### config.mk
export PLATFORM = sky130hd
export DESIGN_NAME = i2c_master_bit_sequencer_unit
export DESIGN_NICKNAME = d
export VERILOG_FILES = /design/src/rtl/i2cms_pkg.sv /design/src/rtl/i2cms_out_fifo.sv /design/src/rtl/i2c_master_bit_sequencer_unit.sv
export SDC_FILE = /design/constraint.sdc
export NUM_CORES = 1
export LEC_CHECK = 0
export ABC_AREA = 1
export BUFFER_PORTS_ARGS = -buffer_cell sky130_fd_sc_hd__clkbuf_2
export CAP_MARGIN = 10
export CORE_ASPECT_RATIO = 1.25
export CORE_MARGIN = 3
export CORE_UTILIZATION = 60
export DETAILED_ROUTE_END_ITERATION = 6
export PLACE_DENSITY = 0.91
export SLEW_MARGIN = 20
export SYNTH_ARGS = -nofsm -noshare
export SYNTH_HDL_FRONTEND = slang
export SYNTH_SLANG_ARGS = --single-unit
### constraint.sdc
create_clock -name clock -period 4.25 [get_ports clock]
set_input_delay 0 -clock clock [delete_from_list [all_inputs] [get_ports clock]]
set_output_delay 0 -clock clock [all_outputs]
set_load 0.03 [all_outputs]
### src/rtl/i2cms_pkg.sv
// Shared types and constants for the I2C master bit sequencer.
package i2cms_pkg;

   // Command codes carried in the op field
   typedef enum logic [2:0] {
      OP_NONE  = 3'd0,
      OP_START = 3'd1,
      OP_STOP  = 3'd2,
      OP_WRITE = 3'd3,
      OP_READ  = 3'd4,
      OP_SACK  = 3'd5,
      OP_RACK  = 3'd6
   } op_type;

   localparam int REQ_W       = 16;   // op, write_byte, ack_level, sda_in, zero fill
   localparam int RSP_W       = 16;   // scl, sda, busy, done, read_byte, ack_seen, zero fill
   localparam int TICKS_W     = 16;
   localparam int STEP_W      = 5;
   localparam int BYTE_W      = 8;
   localparam int BIT_COUNT   = 8;
   localparam logic [TICKS_W-1:0] TICKS_RESET = TICKS_W'(10);

   // Number of pin steps in each command sequence
   function automatic logic [STEP_W-1:0] step_total(input op_type cmd);
      logic [STEP_W-1:0] total;
      case (cmd)
         OP_START: total = STEP_W'(4);
         OP_STOP:  total = STEP_W'(3);
         OP_WRITE: total = STEP_W'(3 * BIT_COUNT);
         OP_READ:  total = STEP_W'(1 + 3 * BIT_COUNT);
         OP_SACK:  total = STEP_W'(3);
         OP_RACK:  total = STEP_W'(4);
         default:  total = '0;
      endcase
      return total;
   endfunction

endpackage

### src/rtl/i2cms_out_fifo.sv
// Two-entry result queue between the sequencer and the rsp channel.
module i2cms_out_fifo #(
   parameter int DATA_W = i2cms_pkg::RSP_W
) (
   input  logic              clock,
   input  logic              reset,
   input  logic              push,
   input  logic [DATA_W-1:0] push_data,
   output logic              full,
   output logic              out_valid,
   input  logic              out_ready,
   output logic [DATA_W-1:0] out_data
);
   logic [DATA_W-1:0] mem_ff [2];
   logic              wr_ptr_ff, wr_ptr_in;
   logic              rd_ptr_ff, rd_ptr_in;
   logic [1:0]        count_ff, count_in;
   logic              pop;

   assign out_valid = (count_ff != 2'd0);
   assign full      = (count_ff == 2'd2);
   assign out_data  = mem_ff[rd_ptr_ff];
   assign pop       = out_valid && out_ready;

   // Pointer and fill count update
   always_comb begin
      wr_ptr_in = push ? ~wr_ptr_ff : wr_ptr_ff;
      rd_ptr_in = pop  ? ~rd_ptr_ff : rd_ptr_ff;
      count_in  = count_ff;
      if (push && !pop) begin
         count_in = count_ff + 2'd1;
      end else if (pop && !push) begin
         count_in = count_ff - 2'd1;
      end
   end

   always_ff @(posedge clock) begin
      if (reset) begin
         wr_ptr_ff <= 1'b0;
         rd_ptr_ff <= 1'b0;
         count_ff  <= 2'd0;
      end else begin
         wr_ptr_ff <= wr_ptr_in;
         rd_ptr_ff <= rd_ptr_in;
         count_ff  <= count_in;
      end
   end

   // Entry storage, no reset needed
   always_ff @(posedge clock) begin
      if (push) begin
         mem_ff[wr_ptr_ff] <= push_data;
      end
   end

endmodule

### src/rtl/i2c_master_bit_sequencer_unit.sv
// I2C master bit sequencer: top level with tick stage, pin sequencer and result queue.
//
// Usage: every transfer on the req channel is one time tick. It carries an
// optional command (start, stop, write byte, read byte, send ack, receive
// ack) and the sampled SDA level. Every accepted tick yields exactly one
// transfer on the rsp channel with the SCL/SDA drive levels, busy, a one-tick
// done pulse, the last read byte and the last sampled ack level.
// A command is taken only while idle; one arriving while busy is dropped.
// Each pin step is held for ticks_per_step ticks (0 acts as 1); it resets to 10.
// It must be written on the csr channel while no command runs; the block does not enforce this.
// A tick is registered in the input stage and its result is registered in the
// two-entry result queue before it shows on rsp. Throughput: one tick per cycle
// while the result queue has space, set by the state update between the input
// stage and the result queue.
// Reset: the line levels go released (1), the sequencer idles, the queue
// empties. When the rsp receiver stalls, the queue absorbs up to two results
// and the input stage holds one tick; req_tready then drops until space frees.
module i2c_master_bit_sequencer_unit (
   input  logic                        clock,
   input  logic                        reset,
   input  logic                        req_tvalid,
   output logic                        req_tready,
   // [2:0] op, [10:3] write_byte, [11] ack_level, [12] sda_in, [15:13] zero
   input  logic [i2cms_pkg::REQ_W-1:0] req_tdata,
   output logic                        rsp_tvalid,
   input  logic                        rsp_tready,
   // [0] scl_drive, [1] sda_drive, [2] busy_res, [3] done_res,
   // [11:4] read_byte, [12] ack_seen, [15:13] zero
   output logic [i2cms_pkg::RSP_W-1:0] rsp_tdata,
   input  logic                        csr_valid,
   output logic                        csr_ready,
   input  logic [i2cms_pkg::TICKS_W-1:0] csr_data
);
   import i2cms_pkg::*;

   // Input stage
   logic              in_valid_ff, in_valid_in;
   logic [REQ_W-1:0]  in_data_ff;
   logic              advance;
   logic              fifo_full;

   // Sequencer state
   logic [TICKS_W-1:0] tps_ff;
   op_type             command_ff, command_in;
   logic [STEP_W-1:0]  step_ff, step_in;
   logic [TICKS_W-1:0] tick_ff, tick_in;
   logic [1:0]         phase_ff, phase_in;
   logic [2:0]         bit_ff, bit_in;
   logic [BYTE_W-1:0]  shift_ff, shift_in;
   logic               scl_ff, scl_in;
   logic               sda_ff, sda_in;
   logic               ack_ff, ack_in;
   logic [BYTE_W-1:0]  result_ff, result_in;

   // Decoded tick fields and step control
   op_type             op_f;
   logic [BYTE_W-1:0]  wbyte_f;
   logic               ackl_f;
   logic               sda_f;
   logic [TICKS_W-1:0] hold;
   logic [STEP_W-1:0]  step_next;
   logic               act_en;
   logic               done;
   logic               start_ok;
   logic [RSP_W-1:0]   result_word;

   assign op_f    = op_type'(in_data_ff[2:0]);
   assign wbyte_f = in_data_ff[10:3];
   assign ackl_f  = in_data_ff[11];
   assign sda_f   = in_data_ff[12];

   assign advance    = in_valid_ff && !fifo_full;
   assign req_tready = !in_valid_ff || advance;
   assign csr_ready  = 1'b1;
   assign in_valid_in = req_tready ? req_tvalid : in_valid_ff;

   always_ff @(posedge clock) begin
      if (reset) begin
         in_valid_ff <= 1'b0;
      end else begin
         in_valid_ff <= in_valid_in;
      end
   end

   always_ff @(posedge clock) begin
      if (req_tready) begin
         in_data_ff <= req_tdata;
      end
   end

   // Step length register
   always_ff @(posedge clock) begin
      if (reset) begin
         tps_ff <= TICKS_RESET;
      end else if (csr_valid && csr_ready) begin
         tps_ff <= csr_data;
      end
   end

   assign hold      = (tps_ff == '0) ? TICKS_W'(1) : tps_ff;
   assign step_next = step_ff + STEP_W'(1);

   // Next sequencer state for one tick
   always_comb begin
      command_in = command_ff;
      step_in    = step_ff;
      tick_in    = tick_ff;
      phase_in   = phase_ff;
      bit_in     = bit_ff;
      shift_in   = shift_ff;
      scl_in     = scl_ff;
      sda_in     = sda_ff;
      ack_in     = ack_ff;
      result_in  = result_ff;
      act_en     = 1'b0;
      done       = 1'b0;
      start_ok   = 1'b0;

      if (command_ff == OP_NONE) begin
         // Idle: take a new command, valid codes only
         case (op_f)
            OP_START, OP_STOP, OP_WRITE, OP_READ, OP_SACK, OP_RACK: start_ok = 1'b1;
            default: start_ok = 1'b0;
         endcase
         if (start_ok) begin
            command_in = op_f;
            step_in    = '0;
            tick_in    = TICKS_W'(1);
            phase_in   = 2'd0;
            bit_in     = 3'd0;
            act_en     = 1'b1;
            if (op_f == OP_WRITE) begin
               shift_in = wbyte_f;
            end else if (op_f == OP_SACK) begin
               shift_in = {{(BYTE_W-1){1'b0}}, ackl_f};
            end
         end
      end else if (tick_ff >= hold) begin
         // Hold elapsed: next step or completion
         if (step_next >= step_total(command_ff)) begin
            if (command_ff == OP_READ) begin
               result_in = shift_ff;
            end
            command_in = OP_NONE;
            step_in    = '0;
            tick_in    = '0;
            done       = 1'b1;
         end else begin
            step_in = step_next;
            tick_in = TICKS_W'(1);
            act_en  = 1'b1;
            // Read has a lone release step before its bit triplets
            if (command_ff == OP_READ && step_ff == '0) begin
               phase_in = 2'd0;
            end else if (phase_ff == 2'd2) begin
               phase_in = 2'd0;
               bit_in   = bit_ff + 3'd1;
            end else begin
               phase_in = phase_ff + 2'd1;
            end
         end
      end else begin
         tick_in = tick_ff + TICKS_W'(1);
      end

      // Perform the pin step just entered
      if (act_en) begin
         case (command_in)
            OP_START: begin
               case (step_in)
                  STEP_W'(0): sda_in = 1'b1;
                  STEP_W'(1): scl_in = 1'b1;
                  STEP_W'(2): sda_in = 1'b0;
                  default:    scl_in = 1'b0;
               endcase
            end
            OP_STOP: begin
               case (step_in)
                  STEP_W'(0): sda_in = 1'b0;
                  STEP_W'(1): scl_in = 1'b1;
                  default:    sda_in = 1'b1;
               endcase
            end
            OP_WRITE: begin
               case (phase_in)
                  2'd0:    sda_in = shift_in[3'd7 - bit_in];
                  2'd1:    scl_in = 1'b1;
                  default: scl_in = 1'b0;
               endcase
            end
            OP_READ: begin
               if (step_in == '0) begin
                  sda_in   = 1'b1;
                  shift_in = '0;
               end else begin
                  case (phase_in)
                     2'd0:    scl_in = 1'b1;
                     2'd1:    shift_in = {shift_ff[BYTE_W-2:0], sda_f};
                     default: scl_in = 1'b0;
                  endcase
               end
            end
            OP_SACK: begin
               case (step_in)
                  STEP_W'(0): sda_in = shift_in[0];
                  STEP_W'(1): scl_in = 1'b1;
                  default:    scl_in = 1'b0;
               endcase
            end
            OP_RACK: begin
               case (step_in)
                  STEP_W'(0): sda_in = 1'b1;
                  STEP_W'(1): scl_in = 1'b1;
                  STEP_W'(2): ack_in = sda_f;
                  default:    scl_in = 1'b0;
               endcase
            end
            default: ;
         endcase
      end
   end

   always_ff @(posedge clock) begin
      if (reset) begin
         command_ff <= OP_NONE;
         step_ff    <= '0;
         tick_ff    <= '0;
         phase_ff   <= 2'd0;
         bit_ff     <= 3'd0;
         shift_ff   <= '0;
         scl_ff     <= 1'b1;
         sda_ff     <= 1'b1;
         ack_ff     <= 1'b1;
         result_ff  <= '0;
      end else if (advance) begin
         command_ff <= command_in;
         step_ff    <= step_in;
         tick_ff    <= tick_in;
         phase_ff   <= phase_in;
         bit_ff     <= bit_in;
         shift_ff   <= shift_in;
         scl_ff     <= scl_in;
         sda_ff     <= sda_in;
         ack_ff     <= ack_in;
         result_ff  <= result_in;
      end
   end

   // Result word, packed from the lowest bit up
   assign result_word = {3'b000, ack_in, result_in, done, (command_in != OP_NONE),
                         sda_in, scl_in};

   i2cms_out_fifo #(
      .DATA_W(RSP_W)
   ) u_out_fifo (
      .clock     (clock),
      .reset     (reset),
      .push      (advance),
      .push_data (result_word),
      .full      (fifo_full),
      .out_valid (rsp_tvalid),
      .out_ready (rsp_tready),
      .out_data  (rsp_tdata)
   );

   // Idle sequencer keeps its step and tick counters cleared
   assert property (@(posedge clock) disable iff (reset)
      command_ff == OP_NONE |-> (step_ff == '0 && tick_ff == '0))
      else $error("idle sequencer with live counters");

   // A running command never sits past its last step
   assert property (@(posedge clock) disable iff (reset)
      command_ff != OP_NONE |-> step_ff < step_total(command_ff))
      else $error("step index past end of sequence");

   // Completion pulse only with the sequencer going idle
   assert property (@(posedge clock) disable iff (reset)
      advance && done |-> command_in == OP_NONE && command_ff != OP_NONE)
      else $error("done without a finishing command");

   // A tick is only pushed when it left the input stage
   assert property (@(posedge clock) disable iff (reset)
      advance |=> !in_valid_ff || $past(req_tvalid && req_tready))
      else $error("input stage kept a consumed tick");

endmodule
==> summary.md, run 1 <==
| Metric | Value |
|---|---|
| Status | finished clean |
| Number of global-route vias before repair | roughly 5,400 |
| Crit path max-delay cell type | nor2_1 |
| Die area | about 11,000 um2 |
| Fin. Hold Viols | 0 |
| Routed Antenna Nets | 0 |
| Post-layout minimum cycle time | between 3 and 4 ns |
| RSZ-0062 raised after global routing | false |
| Worst hold path type | input port to flip-flop |
| Worst path cell trace | nor4_1 > nand3_1 > nor4_1 > a41o_1 > ha_1 > nand4_1 > nor2_2 > nor2_2 > nand2_2 > nand2_4 > nand2_4 > nand2_4 > nor2_1 > o21ai_0 > o21ai_0 > inv_1 |
| Worst reg2reg path depth | 16 |
| Average size of a mapped cell | around 8 um2 |
| DRT Pass-1 Iters | 5 |
| Starting density of the core | between 60% and 70% |
| Setup CP Type | flip-flop to flip-flop |
| Global-route wire length before repair | between 20 and 25 mm |
| Clock skew | 0.009460 ns |
| Antenna violations before repair | 0 |
| Largest stage delay, worst path | 0.66 ns |
| Netlist Area Pre-Place | around 6100 um2 |
| Cell depth of the worst setup path | 16 |
| Max-slew violation count | 0 |
| Register area share after synthesis | a little over two fifths |
| Pleak | around 3.1 nW |
| Share of cells above drive strength 1 | about 16% |
| Aggregate global routing overflow | 0 |
| Yosys top cell area share | roughly 23% |
| Number of antenna diodes | 0 |
| Worst-Margin Slew | ~1.1 ns |
| DR iter-0 viols | about 430 |
| Die Ht | between 100 and 150 um |
| Core ar. | roughly 9800 um2 |
| DRC viols | 0 |
| DRT Wirelength | between 10 and 15 mm |
| Largest area contributor in the netlist | dfxtp_1 |
| Clock root cell | clkbuf_16 |
| Power density cells | 422.8 nW/um2 |
| Synth async-reset ratio | 0% |
| Vias per cell | 5.641 |
| Chip width | a little under 100 um |
| Total Routing Usage GR | a little over a quarter |
| EDFF count, synth | 39 |
| Postcts setup bufs | 0 |
| H-tree depth | 3 |
| CTS tree | done |
| Critical path fanouts, max | 16 |
| Post-layout util | a little over 70% |
| Post-DR wirelength/cell | around 15 um |
| Fmax achieved | approximately 290 MHz |
| DP HPWL | between 9 and 10 mm |
| Syn Inst Count | about 770 |
| Tcrit/Tclk final | between 80% and 90% |
| Via count | ~5,500 |
| Hold Crit Depth | 3 |
| Top cells by area, synth | dfxtp_1, edfxtp_1, nand2_1 |
| Storage cell area | approximately 2600 um2 |
| Top cells by count, synth | nand2_1, inv_1, dfxtp_1 |
| Largest net degree at the start of global routing | between 50 and 60 |
| Setup TNS | 0 ns |
| I/O pin cnt | 56 |
| Hold Buf Count CTS | 35 |
| Synthesis-stage register bit count | roughly 110 |
| Worst path required time | 4.49 ns |
| Final net count | between 900 and 1,000 |
| Cell variety after synth | 50 |
| FILL cells | ~670 |
| Worst VDD drop | roughly 0.34 mV |
| Clock-pin transition on the worst setup and hold timing paths | approximately 0.070 ns |
| Crit path DAT | between 3 and 4 ns |
| Worst path bufs/invs | 1 |
| Warnings, synthesis | 0 |
| Startpoint class of the critical path | flip-flop |
| CP delay by family, top | simple AND/OR/NAND/NOR gates |
| CTS sink count | around 110 |
| Rows | 40 |
| Slew margin rel. | about 29% |
| TritonCTS Buffers | 9 |
| Setup Viol. Count Final | 0 |
| Ys flop type | dfxtp_1 |
| Area growth syn-to-layout | 15.77% |
| Clk_lat worst skew | ~0.36 ns |
| Top-count cell post-synth | nand2_1 |
| CP Capture Type | flip-flop |
| Routability cong. | 0.8882 |
| Post-cts gate resize count | 0 |
| Buffers on Ports | 48 |
| Most used cell, CP | nand2_4 |
| Max capacitance violation total | 0 |
| CTS Buffer Depth | 2 |
| Multi-input combinational cell area | between 2000 and 3000 um2 |
==> final cells by class <==
type                    count  area share (%)
multi-input cells         519           41.86
flip-flops and latches    109           36.38
repair buffers             84           8.457
inverters                 123           6.670
clock buffers               9           3.185
well taps                 126           2.229
clock inverters             7           1.221
==> placed cells by master, fill, tap and decap left out, types with 13 or more instances in the layout <==
cell type / n
edfxtp_1: 39
dlygate4sd3_1: 35
o21ai_0: 63
mux2_2: 13
nor2_1: 48
nand4_1: 15
inv_1: 112
dfxtp_1: 70
ha_1: 26
nand3_1: 51
clkbuf_2: 48
a21oi_1: 62
nand2_1: 143
==> where the power goes <==
group,total [mW],internal (mW),leakage [nW],switching (mW)
Sequential,1.26,1.19,0.951,0.0653
Clock,0.854,0.424,0.151,0.430
Combinational,0.880,0.283,1.96,0.597
Total,2.99,1.90,3.06,1.09
==> worst paths after layout <==
path                                               start                         to  slack [ns]
worst max-delay path              tps_ff[4]$_SDFFE_PP0P_  result_ff[2]$_SDFFE_PP0P_        0.75
worst min-delay path                         csr_data[9]     tps_ff[9]$_SDFFE_PP0P_        0.04
worst max register to register    tps_ff[4]$_SDFFE_PP0P_  result_ff[2]$_SDFFE_PP0P_        0.75
worst min register to register  tick_ff[15]$_SDFFE_PP0P_   tick_ff[15]$_SDFFE_PP0P_        0.49
==> registers in the layout (all words and copies together) (netlist names), 2 cells and up, named ones only <==
signal	count
bit_ff	3
command_ff	3
in_data_ff	13
phase_ff	2
result_ff	8
shift_ff	8
step_ff	5
tick_ff	16
tps_ff	16
u_out_fifo.count_ff	2
u_out_fifo.mem_ff	26
==> metrics by stage <==
step           total power, mW  cells  hold WS, ns  cell area, um2  worst slack, ns
2_1_floorplan            1.915    776      0.09887            6116            1.378
3_3_place_gp             2.073    926       0.1779            6407            1.066
3_5_place_dp             2.103    926       0.1786            6407           0.9864
4_1_cts                  2.978    977      0.03233            7069           0.8649
5_1_grt                  3.155    977      0.06024            7072           0.3701
6_report                 2.990    977      0.03537            7072           0.7454
==> kinds of logic (layout without fill, tap and decap cells) <==
logic type | count (synthesis) | in the layout | synth area share (%)
other | 2 | 4 | 0.1229
xor gates and xnor gates | 10 | 10 | 1.434
DFF | 109 | 109 | 42.11
buffers and inverters | 148 | 223 | 9.770
adders and majority gates | 26 | 26 | 5.326
muxes | 13 | 13 | 2.397
and+or+nand+nor | 306 | 306 | 24.19
AOI/OAI and AO/OA | 160 | 160 | 14.65
==> worst register-to-register path, delay by kind of cell (launching register included) <==
family	cells	cell delay, ns
flip-flops	1	0.34
AO/OA/AOI/OAI	3	0.83
AND/OR/NAND/NOR	11	2.01
buffers and inverters	1	0.08
adder cells (fa/ha/maj)	1	0.14
==> routing by layer <==
| metal | GRT usage (%) | vias to the layer above | part of all wire [%] |
|---|---|---|---|
| met3 | 5.306 | 42 | 6.2 |
| met2 | 47.26 | 218 | 53 |
| met1 | 31.59 | 2547 | 38 |
| li1 | - | 2704 | - |
| met4 | 12.90 | 0 | 2.9 |
| met5 | 0 | - | 0 |
No activity file was read; power rests on OpenSTA's default activity.
==> run 2: changes to the inputs <==
--- a/config.mk
+++ b/config.mk
@@ -5,14 +5,14 @@
 export SDC_FILE = /design/constraint.sdc
 export NUM_CORES = 1
 export LEC_CHECK = 0
-export ABC_AREA = 1
+export ABC_AREA = 0
 export BUFFER_PORTS_ARGS = -buffer_cell sky130_fd_sc_hd__clkbuf_2
 export CAP_MARGIN = 10
 export CORE_ASPECT_RATIO = 1.25
 export CORE_MARGIN = 3
-export CORE_UTILIZATION = 60
+export CORE_UTILIZATION = 54
 export DETAILED_ROUTE_END_ITERATION = 6
-export PLACE_DENSITY = 0.91
+export PLACE_DENSITY = 0.87
 export SLEW_MARGIN = 20
 export SYNTH_ARGS = -nofsm -noshare
 export SYNTH_HDL_FRONTEND = slang
==> constraint.sdc (replaced) <==
create_clock -name clock -period 3.1 [get_ports clock]
set_input_delay 0 -clock clock [delete_from_list [all_inputs] [get_ports clock]]
set_output_delay 0 -clock clock [all_outputs]
set_load 0.03 [all_outputs]
==> summary.md, run 2 <==
| Metric | Value |
|---|---|
| Status | complete, but fails checks |
| Failing checks | negative hold slack, negative setup slack |
| Number of flip-flops in the largest register | 26 (unchanged) |
| Routability cong. | 0.9102 (+2.5%) |
| Worst reg2reg path depth | 13 (-3) |
| Ys flop type | dfxtp_1 |
| Worst path required time | 3.30 ns (-1.19 ns) |
| Netlist Area Pre-Place | 6030 um2 (-1.3%) |
| Final net count | 915 (+0.66%) |
| Share of cells above drive strength 1 | 40.19% (+24 points) |
| Top Registers | u_out_fifo.mem_ff (26), tick_ff (16), tps_ff (16) |
| Clock root cell | clkbuf_16 |
| Register area share after synthesis | 42.66% (+0.55 points) |
| DRT Pass-1 Iters | 6 (+1) |
| Synthesis-stage register bit count | 109 (unchanged) |
| Worst path cell trace | nand3_1 > xnor2_2 > ha_4 > a21oi_2 > a21boi_1 > or3_4 > or4b_4 > o221ai_4 > o311ai_4 > a31oi_1 > a21oi_1 > a211o_1 > a21oi_2 |
| FILL cells | 556 (-17%) |
| Chip width | 100.5 um (+4.4%) |
| Pleak | 3.586 nW (+17%) |
| Slew margin rel. | 45.87% (+17 points) |
| Max capacitance violation total | 0 (unchanged) |
| Worst setup margin | -0.6172 ns (-1.363 ns) |
| Top cells by area, synth | dfxtp_1, edfxtp_1, nor2_1 |
| Cell Count Post-Placement | 916 (-1.1%) |
| I/O pin cnt | 56 (unchanged) |
| CTS Buffer Depth | 2 (unchanged) |
| Commonest non-fill, non-tap cell in the layout | buf_4 |
| Crit path max-delay cell type | or4b_4 |
| Most used cell, CP | a21oi_2 |
| Crit path DAT | 3.92 ns (+0.17 ns) |
| Vias per cell | 6.531 (+16%) |
| Post-layout minimum cycle time | 3.717 ns (+0.2126 ns) |
| Clock-pin transition on the worst setup and hold timing paths | 0.08 ns (about the same) |
| EDFF count, synth | 39 (unchanged) |
| Multi-input combinational cell area | 3964 um2 (+34%) |
| Fmax achieved | 269.0 MHz (-5.7%) |
| Critical path fanouts, max | 5 (-11) |
| Synth async-reset ratio | 0% (unchanged) |
| Syn Inst Count | 664 (-14%) |
| Clk_lat worst skew | 0.37 ns (about the same) |
| Area growth syn-to-layout | 46.63% |
| Post-Layout Cell Count | 988 (+1.1%) |
| CP Capture Type | flip-flop |
| Max-slew violation count | 0 (unchanged) |
| Pre-CTS setup slack | -0.6762 ns (-1.663 ns) |
| Post-DR wirelength/cell | 22.85 um (+49%) |
| Post-layout util | 82.47% (+10 points) |
| Hold Crit Depth | 4 (+1) |
| Routed Antenna Nets | 0 (unchanged) |
| Core ar. | 10,720 um2 (+9.8%) |
| Worst path bufs/invs | 0 (-1) |
| Clock skew | 0.009830 ns (+0.0003705 ns) |
| Die Ht | 124.1 um (+4.5%) |
| Buffers on Ports | 48 (unchanged) |
| CP delay by family, top | compound AO/OA/AOI/OAI gates |
| Via count | 6,453 (+17%) |
| Largest net degree at the start of global routing | 42 (-19%) |
| Worst hold path type | input port to flip-flop |
| RSZ-0062 raised after global routing | true |
| Power density cells | 597.2 nW/um2 (+41%) |
| Top cells by count, synth | nor2_1, dfxtp_1, nand2_1 |
| Startpoint class of the critical path | flip-flop |
| CTS tree | done |
| DRC viols | 0 (unchanged) |
| Setup Viol. Count Final | 42 (+42) |
| Rows | 42 (+5.0%) |
| Setup CP Type | flip-flop to flip-flop |
| Worst-Margin Slew | 0.8090 ns (-0.2562 ns) |
| CTS sink count | 109 (unchanged) |
| Worst VDD drop | 0.3256 mV (-3.8%) |
| H-tree depth | 3 (unchanged) |
| DRT Wirelength | 22.57 mm (+51%) |
| DR iter-0 viols | 670 (+57%) |
| Average size of a mapped cell | 9.081 um2 (+15%) |
| Warnings, synthesis | 0 (unchanged) |
| Storage cell area | 2596 um2 (+0.92%) |
| Largest area contributor in the netlist | dfxtp_1 |
| Starting density of the core | 56.24% (-6.3 points) |
| Aggregate global routing overflow | 0 (unchanged) |
| Antenna violations before repair | 0 (unchanged) |
| Hold Slack | -0.01245 ns (-0.04782 ns) |
| Top reg by flops | u_out_fifo.mem_ff |
| Most frequent cells in the layout | buf_4, nor2_1, dfxtp_1, clkbuf_2, nand2_1 |
| Fin. Hold Viols | 1 (+1) |
| Global-route wire length before repair | 30.80 mm (+25%) |
| Top-count cell post-synth | nor2_1 |
| TritonCTS Buffers | 9 (unchanged) |
| Die area | 12,480 um2 (+9.1%) |
| Number of antenna diodes | 0 (unchanged) |
| Cell depth of the worst setup path | 13 (-3) |
| Number of global-route vias before repair | 6,213 (+16%) |
| Yosys top cell area share | 23.24% (+0.30 points) |
| DP HPWL | 12.76 mm (+33%) |
| Tcrit/Tclk final | 119.9% (+37 points) |
| Largest stage delay, worst path | 0.60 ns (-0.06 ns) |
| Cell variety after synth | 65 (+30%) |
| Total Routing Usage GR | 31.98% (+4.7 points) |
==> run 2: cell types whose count changed after synthesis, sizes merged, moves of 21 or more <==
cell,change
a21oi,-22
inv,-88
mux2i,+23
nand2,-105
nand3,-29
nor2,+27
nor3,+21
o21ai,-60
==> run 2: final timing paths <==
kind | start | endpoint | slack (ns)
min reg2reg | u_out_fifo.rd_ptr_ff$_SDFFE_PP0P_ | u_out_fifo.rd_ptr_ff$_SDFFE_PP0P_ | 0.52
min | rsp_tready | u_out_fifo.rd_ptr_ff$_SDFFE_PP0P_ | -0.01
max reg2reg | step_ff[0]$_SDFFE_PP0P_ | u_out_fifo.mem_ff[0][1]$_DFFE_PP_ | -0.62
max | step_ff[0]$_SDFFE_PP0P_ | u_out_fifo.mem_ff[0][1]$_DFFE_PP_ | -0.62
==> run 2: logic make-up (layout without fill, tap and decap cells) <==
| kind of cell | Yosys count | count (layout) | synth area share (%) |
|---|---|---|---|
| DFF | 109 | 109 | 42.66 |
| xor gates and xnor gates | 18 | 18 | 2.615 |
| buffers and inverters | 70 | 259 | 4.648 |
| AOI/OAI and AO/OA | 133 | 133 | 15.23 |
| muxes | 46 | 46 | 8.176 |
| adders and majority gates | 26 | 26 | 5.395 |
| and+or+nand+nor | 260 | 261 | 21.15 |
| other | 2 | 4 | 0.1246 |
==> run 2: report_power, final <==
group          internal (mW)  total, mW  switching [mW]
clock                  0.739       1.32           0.584
combinational          0.930       2.16            1.23
sequential              1.66       1.79           0.134
total                   3.33       5.28            1.95
==> run 2: through the flow <==
stage / setup TNS (ns) / power [mW] / area (um2)
finish: -10.88 / 5.280 / 8841
global route: -17.64 / 5.440 / 8841
CTS: -5.412 / 4.908 / 8210
detailed placement: -8.541 / 3.439 / 7207
global placement: -6.654 / 3.368 / 7207
floorplan: -3.632 / 2.847 / 6166
==> run 2: layer usage <==
| layer | global-route usage [%] | share of wire [%] | up-vias | wire [um] |
|---|---|---|---|---|
| li1 | - | - | 2786 | - |
| met1 | 32.33 | 33 | 2987 | 7540 |
| met2 | 60.57 | 51 | 484 | 11530 |
| met3 | 4.986 | 7.1 | 196 | 1595 |
| met4 | 19.97 | 8.5 | 0 | 1909 |
| met5 | 0 | 0 | - | 0 |
==> run 2: cell type report <==
type	count	area share, %
Multi-Input combinational cell	488	44.83
Sequential cell	109	29.37
Timing Repair Buffer	210	18.70
Clock buffer	10	2.703
Tap cell	132	1.868
Inverter	34	1.472
Clock inverter	5	1.061
==> run 2: worst min-delay path, stage by stage <==
cell and delay (ns):
clkbuf_2 0.08, nand2_1 0.08, xor2_1 0.08, nor2_1 0.08
==> run 2: timing repair <==
item / 4_1_cts / 5_1_grt
pin swaps: 28 / 48
buffers inserted: 12 / 15
resized for setup: 59 / 112
hold buffers: 30 / 0
gates cloned: 1 / 2
endpoints found under the setup margin: 34 / 54
endpoints found under the hold margin: 30 / 0
